**src/sv/hsv_to_rgb_converter_top_assert.svh**
```systemverilog
// ----------------------------------------------------------------------------
// Assertion macros for the HSV to RGB converter
// Shared helpers so that every module asserts with the same clock and reset.
// ----------------------------------------------------------------------------
`ifndef HSV_TO_RGB_CONVERTER_TOP_ASSERT_SVH
`define HSV_TO_RGB_CONVERTER_TOP_ASSERT_SVH

// Property that must hold in the same cycle as its antecedent.
`define HSV2RGB_ASSERT_SAME(lbl, ante, cons) \
  lbl: assert property (@(posedge clk) disable iff (rst) (ante) |-> (cons)) \
    else $error("hsv2rgb: same-cycle check failed");

// Property that must hold in the cycle after its antecedent.
`define HSV2RGB_ASSERT_NEXT(lbl, ante, cons) \
  lbl: assert property (@(posedge clk) disable iff (rst) (ante) |=> (cons)) \
    else $error("hsv2rgb: next-cycle check failed");

`endif

```
**src/sv/hsv2rgb_pkg.sv**
```systemverilog
// ----------------------------------------------------------------------------
// HSV to RGB converter package
// Widths, fixed-point constants, sector codes and the stage payload type.
// ----------------------------------------------------------------------------
package hsv2rgb_pkg;

  localparam int SECTOR_FRAC_BITS = 12;
  localparam int LEVEL_FRAC_BITS  = 16;

  localparam int HUE_W    = 15;
  localparam int LEVEL_W  = LEVEL_FRAC_BITS + 1;
  localparam int WEIGHT_W = SECTOR_FRAC_BITS + 1;
  localparam int SECTOR_W = 3;
  localparam int BYTE_W   = 8;

  typedef logic [HUE_W-1:0]    hue_t;
  typedef logic [LEVEL_W-1:0]  level_t;
  typedef logic [WEIGHT_W-1:0] weight_t;
  typedef logic [BYTE_W-1:0]   byte_t;

  localparam level_t  LEVEL_ONE  = level_t'(1) << LEVEL_FRAC_BITS;
  localparam weight_t SECTOR_ONE = weight_t'(1) << SECTOR_FRAC_BITS;
  localparam hue_t    FULL_TURN  = hue_t'(6) << SECTOR_FRAC_BITS;

  // One 60-degree sector of the hue circle.
  typedef enum logic [SECTOR_W-1:0] {
    SEC_RED_YELLOW    = 3'd0,
    SEC_YELLOW_GREEN  = 3'd1,
    SEC_GREEN_CYAN    = 3'd2,
    SEC_CYAN_BLUE     = 3'd3,
    SEC_BLUE_MAGENTA  = 3'd4,
    SEC_MAGENTA_RED   = 3'd5
  } sector_t;

  // Levels handed from the arithmetic front end to the routing back end.
  typedef struct packed {
    level_t  x;
    level_t  m;
    level_t  v;
    sector_t sector;
  } mid_t;

endpackage

```
**src/sv/hsv2rgb_if.sv**
```systemverilog
// ----------------------------------------------------------------------------
// HSV to RGB channel interfaces
// Valid/ready channels for the HSV input colour and the RGB output colour.
// ----------------------------------------------------------------------------
interface hsv2rgb_hsv_if;
  logic                valid;
  logic                ready;
  hsv2rgb_pkg::hue_t   hue_in;
  hsv2rgb_pkg::level_t sat_in;
  hsv2rgb_pkg::level_t val_in;

  modport source (output valid, output hue_in, output sat_in, output val_in, input ready);
  modport sink   (input valid, input hue_in, input sat_in, input val_in, output ready);
endinterface

interface hsv2rgb_rgb_if;
  logic               valid;
  logic               ready;
  hsv2rgb_pkg::byte_t red_out;
  hsv2rgb_pkg::byte_t green_out;
  hsv2rgb_pkg::byte_t blue_out;

  modport source (output valid, output red_out, output green_out, output blue_out,
                  input ready);
  modport sink   (input valid, input red_out, input green_out, input blue_out,
                  output ready);
endinterface

```
**src/sv/hsv_to_rgb_converter_top.sv**
```systemverilog
// Each accepted HSV transaction passes every stage register in order to its RGB result.
// One colour per cycle while the output is not stalled; the five stages advance together.
// The multiply stages (saturation times value, then chroma times weight) set the depth.
// A stalled output freezes the whole pipeline, so nothing is lost or repeated.
// Reset (rst, synchronous, active high) empties every stage; data is not cleared.
// ----------------------------------------------------------------------------
// HSV to RGB converter top level
// Five-stage pipeline turning hue/saturation/value into 8-bit red/green/blue.
// ----------------------------------------------------------------------------
module hsv_to_rgb_converter_top (
  input  logic          clk,
  input  logic          rst,
  hsv2rgb_hsv_if.sink   hsv,
  hsv2rgb_rgb_if.source rgb
);
  import hsv2rgb_pkg::*;

  logic  en;
  logic  mid_valid;
  mid_t  mid;
  logic  out_valid;
  byte_t red;
  byte_t green;
  byte_t blue;

  // The pipeline moves whenever the output register is empty or being taken.
  assign en        = !out_valid || rgb.ready;
  assign hsv.ready = en;

  hsv2rgb_front u_front (
    .clk       (clk),
    .rst       (rst),
    .en        (en),
    .in_valid  (hsv.valid),
    .hue       (hsv.hue_in),
    .sat       (hsv.sat_in),
    .val       (hsv.val_in),
    .mid_valid (mid_valid),
    .mid       (mid)
  );

  hsv2rgb_back u_back (
    .clk       (clk),
    .rst       (rst),
    .en        (en),
    .mid_valid (mid_valid),
    .mid       (mid),
    .out_valid (out_valid),
    .red       (red),
    .green     (green),
    .blue      (blue)
  );

  assign rgb.valid     = out_valid;
  assign rgb.red_out   = red;
  assign rgb.green_out = green;
  assign rgb.blue_out  = blue;

endmodule

```
**src/sv/hsv2rgb_front.sv**
```systemverilog
// ----------------------------------------------------------------------------
// HSV to RGB front end
// Three stages: input decode, chroma multiply, then sector weighting.
// ----------------------------------------------------------------------------
`include "hsv_to_rgb_converter_top_assert.svh"

module hsv2rgb_front (
  input  logic                clk,
  input  logic                rst,
  input  logic                en,
  input  logic                in_valid,
  input  hsv2rgb_pkg::hue_t   hue,
  input  hsv2rgb_pkg::level_t sat,
  input  hsv2rgb_pkg::level_t val,
  output logic                mid_valid,
  output hsv2rgb_pkg::mid_t   mid
);
  import hsv2rgb_pkg::*;

  // Stage 1 registers.
  logic    valid1;
  level_t  s1;
  level_t  v1;
  sector_t sector1;
  weight_t weight1;

  // Stage 2 registers.
  logic    valid2;
  level_t  c2;
  level_t  v2;
  sector_t sector2;
  weight_t weight2;

  // Stage 3 registers.
  logic    valid3;
  mid_t    mid3;

  level_t  s_clamp;
  level_t  v_clamp;
  sector_t sector_dec;
  weight_t weight_dec;
  logic [2*LEVEL_W-1:0]        sv_prod;
  logic [LEVEL_W+WEIGHT_W-1:0] cw_prod;

  // A hue of a full turn or more sits at the end of the last sector, where
  // the falling weight is zero and the colour matches hue zero.
  always_comb begin
    s_clamp = (sat > LEVEL_ONE) ? LEVEL_ONE : sat;
    v_clamp = (val > LEVEL_ONE) ? LEVEL_ONE : val;
    if (hue >= FULL_TURN) begin
      sector_dec = SEC_MAGENTA_RED;
      weight_dec = '0;
    end else begin
      sector_dec = sector_t'(hue[HUE_W-1 -: SECTOR_W]);
      if (hue[SECTOR_FRAC_BITS]) begin
        weight_dec = SECTOR_ONE - weight_t'(hue[SECTOR_FRAC_BITS-1:0]);
      end else begin
        weight_dec = weight_t'(hue[SECTOR_FRAC_BITS-1:0]);
      end
    end
  end

  assign sv_prod = s1 * v1;
  assign cw_prod = c2 * weight2;

  always_ff @(posedge clk) begin
    if (rst) begin
      valid1 <= 1'b0;
      valid2 <= 1'b0;
      valid3 <= 1'b0;
    end else if (en) begin
      valid1 <= in_valid;
      valid2 <= valid1;
      valid3 <= valid2;
    end
  end

  always_ff @(posedge clk) begin
    if (en) begin
      s1          <= s_clamp;
      v1          <= v_clamp;
      sector1     <= sector_dec;
      weight1     <= weight_dec;
      c2          <= sv_prod[LEVEL_FRAC_BITS +: LEVEL_W];
      v2          <= v1;
      sector2     <= sector1;
      weight2     <= weight1;
      mid3.x      <= cw_prod[SECTOR_FRAC_BITS +: LEVEL_W];
      mid3.m      <= v2 - c2;
      mid3.v      <= v2;
      mid3.sector <= sector2;
    end
  end

  assign mid_valid = valid3;
  assign mid       = mid3;

  `HSV2RGB_ASSERT_SAME(a_weight_range, valid1, weight1 <= SECTOR_ONE)
  `HSV2RGB_ASSERT_SAME(a_chroma_below_value, valid2, c2 <= v2)
  `HSV2RGB_ASSERT_NEXT(a_zero_sat_no_chroma, valid1 && en && (s1 == '0), c2 == '0)

endmodule

```
**src/sv/hsv2rgb_back.sv**
```systemverilog
// ----------------------------------------------------------------------------
// HSV to RGB back end
// Two stages: route levels to channels by sector, then scale to bytes.
// ----------------------------------------------------------------------------
`include "hsv_to_rgb_converter_top_assert.svh"

module hsv2rgb_back (
  input  logic               clk,
  input  logic               rst,
  input  logic               en,
  input  logic               mid_valid,
  input  hsv2rgb_pkg::mid_t  mid,
  output logic               out_valid,
  output hsv2rgb_pkg::byte_t red,
  output hsv2rgb_pkg::byte_t green,
  output hsv2rgb_pkg::byte_t blue
);
  import hsv2rgb_pkg::*;

  logic   valid4;
  level_t r4;
  level_t g4;
  level_t b4;

  logic   valid5;
  byte_t  r5;
  byte_t  g5;
  byte_t  b5;

  level_t rise;
  level_t r_sel;
  level_t g_sel;
  level_t b_sel;

  // level * 255 as a shift and subtract, keeping the integer part.
  function automatic byte_t scale_byte(input level_t lvl);
    logic [LEVEL_W+BYTE_W-1:0] wide;
    wide = ({{BYTE_W{1'b0}}, lvl} << BYTE_W) - {{BYTE_W{1'b0}}, lvl};
    return wide[LEVEL_FRAC_BITS +: BYTE_W];
  endfunction

  assign rise = mid.x + mid.m;

  always_comb begin
    case (mid.sector)
      SEC_RED_YELLOW: begin
        r_sel = mid.v; g_sel = rise;  b_sel = mid.m;
      end
      SEC_YELLOW_GREEN: begin
        r_sel = rise;  g_sel = mid.v; b_sel = mid.m;
      end
      SEC_GREEN_CYAN: begin
        r_sel = mid.m; g_sel = mid.v; b_sel = rise;
      end
      SEC_CYAN_BLUE: begin
        r_sel = mid.m; g_sel = rise;  b_sel = mid.v;
      end
      SEC_BLUE_MAGENTA: begin
        r_sel = rise;  g_sel = mid.m; b_sel = mid.v;
      end
      default: begin
        r_sel = mid.v; g_sel = mid.m; b_sel = rise;
      end
    endcase
  end

  always_ff @(posedge clk) begin
    if (rst) begin
      valid4 <= 1'b0;
      valid5 <= 1'b0;
    end else if (en) begin
      valid4 <= mid_valid;
      valid5 <= valid4;
    end
  end

  always_ff @(posedge clk) begin
    if (en) begin
      r4 <= r_sel;
      g4 <= g_sel;
      b4 <= b_sel;
      r5 <= scale_byte(r4);
      g5 <= scale_byte(g4);
      b5 <= scale_byte(b4);
    end
  end

  assign out_valid = valid5;
  assign red       = r5;
  assign green     = g5;
  assign blue      = b5;

  `HSV2RGB_ASSERT_SAME(a_rise_below_value, mid_valid, rise <= mid.v)
  `HSV2RGB_ASSERT_SAME(a_value_routed, valid4, (r4 >= g4 && r4 >= b4) ||
                       (g4 >= r4 && g4 >= b4) || (b4 >= r4 && b4 >= g4))
  `HSV2RGB_ASSERT_NEXT(a_grey_stays_grey, valid4 && en && (r4 == g4) && (g4 == b4),
                       (r5 == g5) && (g5 == b5))

endmodule

```
**src/flat_wrapper.sv**
```systemverilog
// flat-port wrapper written by rule: the top's interface ports become plain ports
module hsv_to_rgb_converter_top_flat import hsv2rgb_pkg::*;
  (clk, rst, hsv_valid, hsv_hue_in, hsv_sat_in, hsv_val_in, hsv_ready, rgb_valid, rgb_red_out, rgb_green_out, rgb_blue_out, rgb_ready);
  hsv2rgb_hsv_if hsv_i ();
  hsv2rgb_rgb_if rgb_i ();
  input  logic clk;
  input  logic rst;
  input wire logic [$bits(hsv_i.valid)-1:0] hsv_valid;
  input wire logic [$bits(hsv_i.hue_in)-1:0] hsv_hue_in;
  input wire logic [$bits(hsv_i.sat_in)-1:0] hsv_sat_in;
  input wire logic [$bits(hsv_i.val_in)-1:0] hsv_val_in;
  output wire logic [$bits(hsv_i.ready)-1:0] hsv_ready;
  output wire logic [$bits(rgb_i.valid)-1:0] rgb_valid;
  output wire logic [$bits(rgb_i.red_out)-1:0] rgb_red_out;
  output wire logic [$bits(rgb_i.green_out)-1:0] rgb_green_out;
  output wire logic [$bits(rgb_i.blue_out)-1:0] rgb_blue_out;
  input wire logic [$bits(rgb_i.ready)-1:0] rgb_ready;
  assign hsv_i.valid = hsv_valid;
  assign hsv_i.hue_in = hsv_hue_in;
  assign hsv_i.sat_in = hsv_sat_in;
  assign hsv_i.val_in = hsv_val_in;
  assign hsv_ready = hsv_i.ready;
  assign rgb_valid = rgb_i.valid;
  assign rgb_red_out = rgb_i.red_out;
  assign rgb_green_out = rgb_i.green_out;
  assign rgb_blue_out = rgb_i.blue_out;
  assign rgb_i.ready = rgb_ready;
  hsv_to_rgb_converter_top u_core (.clk(clk), .rst(rst), .hsv(hsv_i), .rgb(rgb_i));
endmodule
```
**config.mk**
```make
export PLATFORM = sky130hd
export DESIGN_NAME = hsv_to_rgb_converter_top_flat
export DESIGN_NICKNAME = d
export VERILOG_FILES = /design/src/sv/hsv2rgb_pkg.sv /design/src/sv/hsv2rgb_if.sv /design/src/sv/hsv_to_rgb_converter_top.sv /design/src/sv/hsv2rgb_front.sv /design/src/sv/hsv2rgb_back.sv /design/src/flat_wrapper.sv
export VERILOG_INCLUDE_DIRS = /design/src /design/src/sv
export SDC_FILE = /design/constraint.sdc
export NUM_CORES = 1
export LEC_CHECK = 0
export BUFFER_PORTS_ARGS = -buffer_cell sky130_fd_sc_hd__buf_4
export CAP_MARGIN = 20
export CORE_ASPECT_RATIO = 0.5
export CORE_MARGIN = 3
export CORE_UTILIZATION = 65
export CTS_CLUSTER_DIAMETER = 100
export DETAILED_ROUTE_END_ITERATION = 12
export PLACE_DENSITY = 0.86
export SLEW_MARGIN = 40
export SYNTH_ARGS = -nofsm -noshare
export SYNTH_HDL_FRONTEND = slang
export SYNTH_HIERARCHICAL = 1
export SYNTH_SLANG_ARGS = --single-unit
```
**constraint.sdc**
```tcl
create_clock -name clk -period 13.6 [get_ports clk]
set_input_delay 3.4 -clock clk [delete_from_list [all_inputs] [get_ports clk]]
set_output_delay 3.4 -clock clk [all_outputs]
set_load 0.005 [all_outputs]
```
==> metrics.txt, run 1 <==
status complete, no violations; Post-Synth Simple-Gate Area 0.1549; fin crit share 0.5646; largest net degree at the start of global routing 75; synthesis-stage register bit count 234; Syn. warnings 6; Post-Syn Nets 3,444; ys async rst share 0; worst slew pin tran 0.8602 ns; class of the most critical hold timing path reg -> reg; Setup crit start rgb_ready; Worst-Skew Late Latency about 0.56 ns; xor/xnor share of the synthesized area 0.02980; DP Cell Count between 3,000 and 4,000; Cell Rows 52; Chip Width 296.0 microns; Clock Root Buffer clkbuf_16; mux cell area share after synthesis 0.005492; reg2reg start u_core/u_front/v1[9]; sequential-to-total area share from yosys stat 0.2552; post-synthesis cell area ~27,000 sq um; grt ovf 0; Post-synth EDFFs roughly 230; Max FO, Critical Path 43; Syn Inst Count between 2,000 and 3,000; R2R cell count 21; Initial DRC Count between 2,000 and 2,500; crit path kind in -> out; Setup Buffers After CTS 0; switching share of power 0.4766; non-filler cells, final 3,341; Crit Reg-Reg Endpoint u_core/u_front/c2[15]; Num CTS Buffers 24; VDD IR-drop max 0.3632 mV; initial core utilization 0.6669; Fin Setup TNS 0 ns; TritonCTS clock tree yes; Worst setup SP type input pin; Avg Inst Size Synth 9.851 sq um; Residual DRC 0; layout cells sized above 1 0.05569; setup violators final 0; Max-Slew Margin vs Limit 0.4265; Max Cap Violations 0; overall power roughly 7600 uW; Final nets approximately 3,500; compound-cell area share of the yosys netlist 0.08101; number of global-route vias before repair 20,520; area delta synth->final 6.357%; clk sinks 234; Gate power share 0.702; HP Start u_core/u_front/weight1[12]; Placeable Area 40,990 sq um; Tmin final 7.679 ns; main combinational cell family by area after synthesis adder cells; via count 19,860; Post-CTS Hold Buffers 0; die height 151.0 microns; Final Hold Viols 0; Critical Path End Type primary output; Routed WL 63,120 microns; Bufs on Longest Clock Path 3; clock network power share 0.086; CTS H-Tree Depth 1; DRT Pass-1 Iters 8; initial antenna violation count 2; Routed WL per cell 18.89 microns; Switch Pwr 3631 uW; f_max ~130 MHz; sequential share of power 0.212; fin. max-slew vios 0; Leakage Power 0.01378 uW; Reg clk slew, reported paths ~0.070 ns; antenna cells 0; first-pass GRT wire length between 100,000 and 150,000 microns; detailed placement HPWL about 47,000 microns; RD Place Congestion 0.9141; Critical Path Sink hsv_ready; Final ANT Viol Nets 0; Critical Path RT 10.20 ns; Post-CTS Resized 0; Top Ports ~80; dominant register cell in the synthesized netlist edfxtp_1; Yosys cell types 81; Internal 3987 uW; worst reg2reg setup slack 6.87 ns; Fin Clk Skew between 0.015 and 0.02 ns; Die ar. 44,700 sq um; Pwr Density 262.0 nW/um^2; RSZ-0062 raised after global routing false; Tot GR Track Use 0.2911; count of port buffers added during placement between 70 and 80; Worst EP arrival between 4 and 5 ns; Avg Vias per Cell 5.943; Adder-Cell Fraction of Synth Area 0.3879
final cells by class:
class | count | area [sq um]
clock buffers | 26 | 608.1
clock inverters | 18 | 165.2
fillers | 2791 | 11910
inverters | 513 | 1926
multi-input cells | 1922 | 18050
flip-flops and latches | 234 | 6977
well taps | 540 | 675.6
repair buffers | 88 | 675.6
kinds of logic after synthesis:
kind of cell	Yosys count
simple gates	872
compound gates	326
buf+inv	619
fa+ha+maj	616
xor+xnor	93
mux	15
flops	234
registers in the layout, indices dropped and copies added (netlist names), 13 cells and up:
register,flops
u_core/u_front/v1,17
u_core/u_front/weight1,13
u_core/u_front/weight2,13
u_core/u_back/b4,17
u_core/u_back/r4,17
u_core/u_front/v2,17
u_core/u_front/c2,17
u_core/u_front/mid,54
u_core/u_front/s1,17
u_core/u_back/g4,17
stage by stage:
| step | hold slack [ns] | util | setup WS [ns] | instance area [sq um] |
|---|---|---|---|---|
| 2_1_floorplan | 0.4003 | - | 1.111 | 27340 |
| 3_3_place_gp | 0.4003 | 0.6891 | 5.935 | 28250 |
| 3_5_place_dp | 0.4045 | 0.6894 | 5.915 | 28260 |
| 4_1_cts | 0.4128 | 0.7082 | 5.909 | 29030 |
| 5_1_grt | 0.4204 | 0.7093 | 5.871 | 29080 |
| 6_report | 0.4114 | 0.7093 | 5.921 | 29080 |
power by group through the flow:
stage / logic, uW / clock network, uW / registers, uW
2_1_floorplan: 4190 / 0 / 1400
3_3_place_gp: 4990 / 0 / 1600
3_5_place_dp: 5270 / 0 / 1610
4_1_cts: 5320 / 666 / 1600
5_1_grt: 6100 / 695 / 1630
6_report: 5350 / 658 / 1610
cells in the mapped netlist, types with 41 or more instances:
cell type	n	area share
clkbuf_1	93	0.013
xnor2_1	67	0.021
nor2_1	99	0.014
fa_1	386	0.28
edfxtp_1	229	0.25
a21oi_1	78	0.014
ha_1	230	0.11
nor2b_1	41	0.0094
and2_1	215	0.049
o21ai_0	61	0.011
nand2_1	378	0.052
inv_1	513	0.070
layout by cell type, fill, tap and decap left out, types with 40 or more instances in the layout:
cell	instances
inv_1	513
fa_1	386
buf_4	84
ha_1	230
edfxtp_1	229
a21oi_1	77
nor2b_1	40
nor2_1	98
o21ai_0	61
xnor2_1	67
and2_1	216
nand2_1	378
worst max-delay path, stage by stage:
cell and delay [ns]:
buf_4 0.11, nand2b_4 0.46, buf_4 0.31
how the worst min path moves through the flow:
stage / end / cells after the start
after floorplan: u_core/u_front/mid[0] / 0
after CTS: u_core/u_front/weight2[11] / 0
after global routing: u_core/u_front/weight2[12] / 0
after detailed placement: u_core/u_front/weight2[11] / 0
final: u_core/u_front/weight2[12] / 0
after global placement: u_core/u_front/mid[2] / 0
layer usage:
metal / global-route usage / share of wire
met2: 0.4864 / 0.47
met5: 0 / 0.00041
met1: 0.3805 / 0.39
met4: 0.1063 / 0.038
met3: 0.06183 / 0.10
Note: power is estimated with default switching activity, not from simulation.
==> run 2, diff against run 1 <==
Settings changed: CORE_UTILIZATION 65 to 59, PLACE_DENSITY 0.86 to 0.82.
Clock period 13.6 ns to 6.2 ns, I/O delays scaled along.
==> run 2 against run 1 <==
Compared with the run above: clock skew decreased by 0.0036 ns; wire length increased by 1.8%; non-clock buffer count increased by 102; critical path depth increased by 19; total power increased by 120%; global-route usage decreased by 2.5 points; register-to-register slack got worse by 6.7 ns; largest cell class unchanged.
==> metrics.txt, run 2 (synthesized netlist as in run 1, its figures left out) <==
switching share of power 0.4697 (-0.006899); Gate power share 0.719 (+0.017); first-pass GRT wire length 103,000 microns (+0.44%); TritonCTS clock tree yes; Reg clk slew, reported paths 0.07 ns (about the same); Leakage Power 0.01428 uW (+3.7%); HP Start u_core/u_front/sector2[1]; initial core utilization 0.6010 (-0.06595); Residual DRC 0 (unchanged); Critical Path Max Stage Delay 0.53 ns (+0.07 ns); Worst-Skew Late Latency 0.54 ns (-0.02 ns); sequential share of power 0.199 (-0.013); Buf+Inv Stages, Crit Path 6 (+4); RSZ-0062 raised after global routing true; CP dominant cell by count fa_1; status complete, no violations; Chip Width 310.4 microns (+4.9%); Cell Rows 55 (+5.8%); f_max 165.5 MHz; Bufs on Longest Clock Path 3 (unchanged); via count 20,040 (+0.94%); Setup crit start u_core/u_front/v1[5]; detailed placement HPWL 50,650 microns (+8.5%); Die ar. 49,110 sq um (+9.9%); DP Cell Count 3,451 (+4.8%); DRT Pass-1 Iters 6 (-2); Top Ports 79 (unchanged); Avg Vias per Cell 5.680 (-4.4%); slowest CP cell fa_1; family with the most delay on the worst path adder cells; fin. max-slew vios 0 (unchanged); Max FO, Critical Path 7 (-84%); clock network power share 0.083 (-0.003); commonest non-fill, non-tap cell in the layout inv_1; Max Cap Violations 0 (unchanged); Critical Path End Type flip-flop; area delta synth->final 9.630%; Switch Pwr 7847 uW (+120%); VDD IR-drop max 0.8044 mV (+120%); Fin Clk Skew 0.01346 ns (-0.003595 ns); Final ANT Viol Nets 0 (unchanged); Clock Root Buffer clkbuf_16; Routed WL 64,230 microns (+1.8%); number of global-route vias before repair 20,200 (-1.6%); reg2reg start u_core/u_front/v1[5]; Largest register FFs 54 (unchanged); crit path kind reg -> reg; grt ovf 0 (unchanged); CTS H-Tree Depth 1 (unchanged); clk sinks 234 (unchanged); Internal 8859 uW (+120%); Pwr Density 557.5 nW/um^2 (+110%); die height 158.2 microns (+4.8%); Final nets 3,554 (+3.0%); Max-Slew Margin vs Limit 0.4559 (+0.02935); fin crit share 0.9743; Critical Path RT 6.49 ns (-3.71 ns); Worst EP arrival 6.33 ns (+2.05 ns); initial antenna violation count 0 (-2); RD Place Congestion 0.9499 (+3.9%); Placeable Area 45,490 sq um (+11%); layout cells sized above 1 0.08997 (+0.03427); final instance area 29,970 sq um (+3.1%); count of port buffers added during placement 78 (unchanged); class of the most critical hold timing path reg -> reg; Tot GR Track Use 0.2660 (-0.02510); Worst setup SP type flip-flop; ordered cell list for the critical path and2_4 -> fa_1 -> inv_1 -> fa_1 -> fa_1 -> inv_1 -> fa_1 -> fa_1 -> inv_1 -> fa_1 -> inv_1 -> ha_4 -> o21a_1 -> o21bai_1 -> o21a_1 -> o21a_1 -> a21boi_2 -> o211ai_1 -> buf_4 -> buf_4 -> o2111ai_1 -> o311ai_1; Final Hold Viols 0 (unchanged); non-filler cells, final 3,529 (+5.6%); worst slew pin tran 0.8162 ns (-0.04402 ns); Tmin final about 6.0 ns; Routed WL per cell 18.20 microns (-3.7%); most frequent cells in the layout inv_1, fa_1, nand2_1; largest net degree at the start of global routing 87 (+16%); setup violators final 0 (unchanged); Post-Place Cell Area 28,900 sq um (+2.3%); Num CTS Buffers 24 (unchanged); Initial DRC Count 2,070 (-5.6%)
run 2: changes by cell type in the layout (fill, tap and decap cells not counted), sizes merged:
| cell | before | now |
|---|---|---|
| buf | 88 | 190 |
| clkinvlp | 3 | 1 |
| inv | 517 | 515 |
| diode | 0 | 1 |
| clkinv | 10 | 12 |
run 2: routing by layer:
layer / wire length [microns] / share of wire / GRT usage
met3: 6117 / 0.095 / 0.05949
met2: 30100 / 0.47 / 0.4432
met1: 26500 / 0.41 / 0.3594
met4: 1510 / 0.024 / 0.06249
met5: 0 / 0 / 0
run 2: what timing repair did:
| action | in CTS | in global routing |
|---|---|---|
| gates resized for setup | 0 | 11 |
| pin swaps | 1 | 4 |
| hold buffers | 0 | 0 |
| endpoints found under the setup margin | 2 | 9 |
| setup buffers | 0 | 35 |
run 2: final timing paths:
kind	to	slack, ns	depth (start not counted)
worst max-delay path	u_core/u_front/c2[15]	0.16	22
worst min-delay path	u_core/u_front/mid[1]	0.42	0
worst max register to register	u_core/u_front/c2[15]	0.16	22
worst min register to register	u_core/u_front/mid[1]	0.42	0
run 2: power by group through the flow:
stage	clock, uW	sequential, uW	combinational (uW)
5_1_grt	1470	3370	13700
3_5_place_dp	0	3340	11800
3_3_place_gp	0	3310	11400
4_1_cts	1410	3310	11900
6_report	1380	3320	12000
2_1_floorplan	0	3070	9190
run 2: area by class of cell:
class / instances / area [sq um]
clock inverter: 16 / 128.9
timing repair buffer: 190 / 1449
tap: 627 / 784.5
antenna: 1 / 2.502
fill: 3418 / 15520
multi-input combinational: 1922 / 18090
sequential: 234 / 6977
inverter: 513 / 1926
clock buffer: 26 / 608.1
run 2: metrics by stage:
step	hold WS, ns	utilization	power (uW)	setup TNS [ns]	setup WS (ns)
after floorplan	0.4003	-	12260	0	0.1035
after global placement	0.4007	0.6349	14670	0	0.1609
after detailed placement	0.4045	0.6353	15140	-0.06234	-0.03259
after CTS	0.4193	0.6515	16610	0	0.004883
after global routing	0.4293	0.6588	18510	-0.06055	-0.05080
final	0.4189	0.6589	16710	0	0.1591
==> run 3, diff against run 2 <==
Settings changed: ABC_AREA from default to 1, CORE_UTILIZATION 59 to 50, PLACE_DENSITY 0.82 to 0.72.
==> run 3 against run 2 <==
Compared with the run above: critical path depth fell by 1; flip-flop and latch count did not move; worst hold slack improved by 0.00064 ns; first-iteration DRC count fell by 25%; global-route usage fell by 2.1 points; die area rose by 28%; setup slack improved by 0.25 ns; synthesized cell count rose by 37%; register-to-register slack improved by 0.25 ns; non-clock buffer count fell by 78; wire length rose by 16%.
==> metrics.txt, run 3 <==
status complete, no violations; mux cell area share after synthesis 0 (-0.005492); most frequent cell after synthesis nand2_1; Post-Synth Simple-Gate Area 0.2137 (+0.05875); die height 178.8 microns (+13%); layout cells sized above 1 0.05656 (-0.03341); via count 23,970 (+20%); Final nets 4,471 (+26%); RD Place Congestion 0.9210 (-3.0%); Syn Inst Count 3,789 (+37%); Worst EP arrival 6.13 ns (-0.20 ns); Largest register FFs 54 (unchanged); Avg Inst Size Synth 7.885 sq um (-20%); antenna cells 0 (-1); Worst Hold Depth 0 (unchanged); Final ANT Viol Nets 0 (unchanged); area occupied by registers 6977 sq um (unchanged); CP dominant cell by count nand2_1; initial antenna violation count 0 (unchanged); slowest CP cell edfxtp_1; detailed placement HPWL 60,630 microns (+20%); f_max 172.6 MHz (+4.2%); Post-synth EDFFs 229 (unchanged); Fin Clk Skew 0.01759 ns (+0.004125 ns); Tot GR Track Use 0.2450 (-0.02096); Post-CTS Hold Buffers 0 (unchanged); compound-cell area share of the yosys netlist 0.04921 (-0.03180); Critical Path Max Stage Delay 0.90 ns (+0.37 ns); Top Ports 79 (unchanged); CTS H-Tree Depth 1 (unchanged); sequential-to-total area share from yosys stat 0.2335 (-0.02168); Residual DRC 0 (unchanged); fin. max-slew vios 0 (unchanged); Max-Slew Margin vs Limit 0.4148 (-0.04104); cell taking the most area after synthesis fa_1; Critical Path RT 6.54 ns (+0.05 ns); count of port buffers added during placement 78 (unchanged); class of the most critical hold timing path reg -> reg; ys async rst share 0 (unchanged); post-synthesis cell area 29,870 sq um (+9.3%); Worst-Skew Late Latency 0.58 ns (+0.04 ns); Critical Path End Type flip-flop; family with the most delay on the worst path adder cells; setup violators final 0 (unchanged); synthesis-stage register bit count 234 (unchanged); Bufs on Longest Clock Path 3 (unchanged); Post-CTS Resized 0 (unchanged); Syn. warnings 6 (unchanged); DRT Pass-1 Iters 6 (unchanged); Synth area leaders fa_1, edfxtp_1, nand2_1; R2R cell count 21 (-4.5%); Cell Rows 62 (+13%); Setup Buffers After CTS 0 (unchanged); Clock Root Buffer clkbuf_16; ordered cell list for the critical path nand2_1 -> fa_1 -> inv_1 -> fa_1 -> fa_1 -> fa_1 -> fa_1 -> inv_1 -> fa_1 -> inv_1 -> ha_1 -> nand2_1 -> inv_1 -> nand2_1 -> inv_1 -> nand2_1 -> nand2_1 -> a21oi_1 -> nand2_1 -> nand2_1 -> nand2_1; area delta synth->final 7.442%; Tmin final 5.795 ns (-0.2460 ns); largest net degree at the start of global routing 110 (+26%); Yosys cell types 47 (-42%); Worst path depth 21 (-4.5%); number of global-route vias before repair 24,240 (+20%); Post-Syn Nets 4,458 (+29%); Die ar. 62,900 sq um (+28%); worst slew pin tran 0.8778 ns (+0.06156 ns); Buf+Inv Stages, Crit Path 5 (-1); Worst setup SP type flip-flop; Initial DRC Count 1,546 (-25%); fin crit share 0.9347 (-0.03968); RSZ-0062 raised after global routing false; Placeable Area 58,260 sq um (+28%); commonest non-fill, non-tap cell in the layout nand2_1; Reg clk slew, reported paths 0.07 ns (about the same); Fin Setup TNS 0 ns (unchanged); xor/xnor share of the synthesized area 0.01026 (-0.01953); grt ovf 0 (unchanged); Routed WL 74,250 microns (+16%); main combinational cell family by area after synthesis adder cells; Max FO, Critical Path 18 (+11); Final Hold Viols 0 (unchanged); top cell type's share of synthesized area 0.2587 (-0.02401); fill cell count 5,359 (+57%); Multi-input gate area 18,790 sq um (+3.8%); Commonest cells post-synth nand2_1, inv_1, fa_1; Adder-Cell Fraction of Synth Area 0.3550 (-0.03295); clk sinks 234 (unchanged); TritonCTS clock tree yes; initial core utilization 0.5128 (-0.08819); most frequent cells in the layout nand2_1, inv_1, fa_1; Routed WL per cell 16.08 microns (-12%); dominant register cell in the synthesized netlist edfxtp_1; Num CTS Buffers 25 (+4.2%); Chip Width 351.7 microns (+13%); Avg Vias per Cell 5.189 (-8.6%); first-pass GRT wire length 122,800 microns (+19%); crit path kind reg -> reg; Max Cap Violations 0 (unchanged)
[run 3: changes by cell type in the layout (fill, tap and decap cells not counted), sizes merged, moves of 22 or more]
cell   change
inv      +453
a21o      -22
nand3    +120
nor2     +101
buf       -78
nor2b     -41
xnor2     -54
and2     -213
nand2    +730
nand4     +34
a21oi     +54
[run 3: through the flow]
step                hold WS (ns)  setup slack [ns]  utilization  area [sq um]  instances
floorplan                 0.4003            0.2834            -         29880       3789
global placement          0.4032            0.4691       0.5353         31190       4569
detailed placement        0.4045            0.4535       0.5360         31230       4572
CTS                       0.4198            0.4365       0.5500         32040       4616
global route              0.4287           0.09671       0.5510         32100       4619
finish                    0.4195            0.4051       0.5510         32100       4619
[run 3: area by class of cell]
cell class	instances	share of cell area
multi-input cells	2463	0.5854
clock buffers	28	0.01984
inverters	966	0.1131
clock inverters	16	0.005496
repair buffers	112	0.02764
well taps	800	0.03118
flip-flops and latches	234	0.2174
[run 3: path summary, 6_finish.rpt]
check / start / to / slack [ns]
worst min register to register: u_core/u_front/weight1[11] / u_core/u_front/weight2[11] / 0.42
worst min-delay path: u_core/u_front/weight1[11] / u_core/u_front/weight2[11] / 0.42
worst max register to register: u_core/u_front/v1[8] / u_core/u_front/c2[12] / 0.41
worst max-delay path: u_core/u_front/v1[8] / u_core/u_front/c2[12] / 0.41
[run 3: cells by family (layout without fill, tap and decap cells)]
family	Yosys count	count (layout)
buffers and inverters	1092	1122
AND/OR/NAND/NOR	1553	1553
adder cells (fa/ha/maj)	616	616
flip-flops	234	234
XOR/XNOR	35	35
AO/OA/AOI/OAI	259	259
[run 3: layer usage]
layer,up-vias,wire [microns],part of all wire,global-route usage
met5,-,0,0,0
met4,0,1861,0.025,0.06560
met3,152,5682,0.077,0.03647
met2,866,34960,0.47,0.4128
met1,11520,31740,0.43,0.3329
li1,11430,-,-,-
Power of run 3 is left out: the tool's default activity adds up to more than one toggle a clock period on the data nets, which glitch-free logic cannot reach.
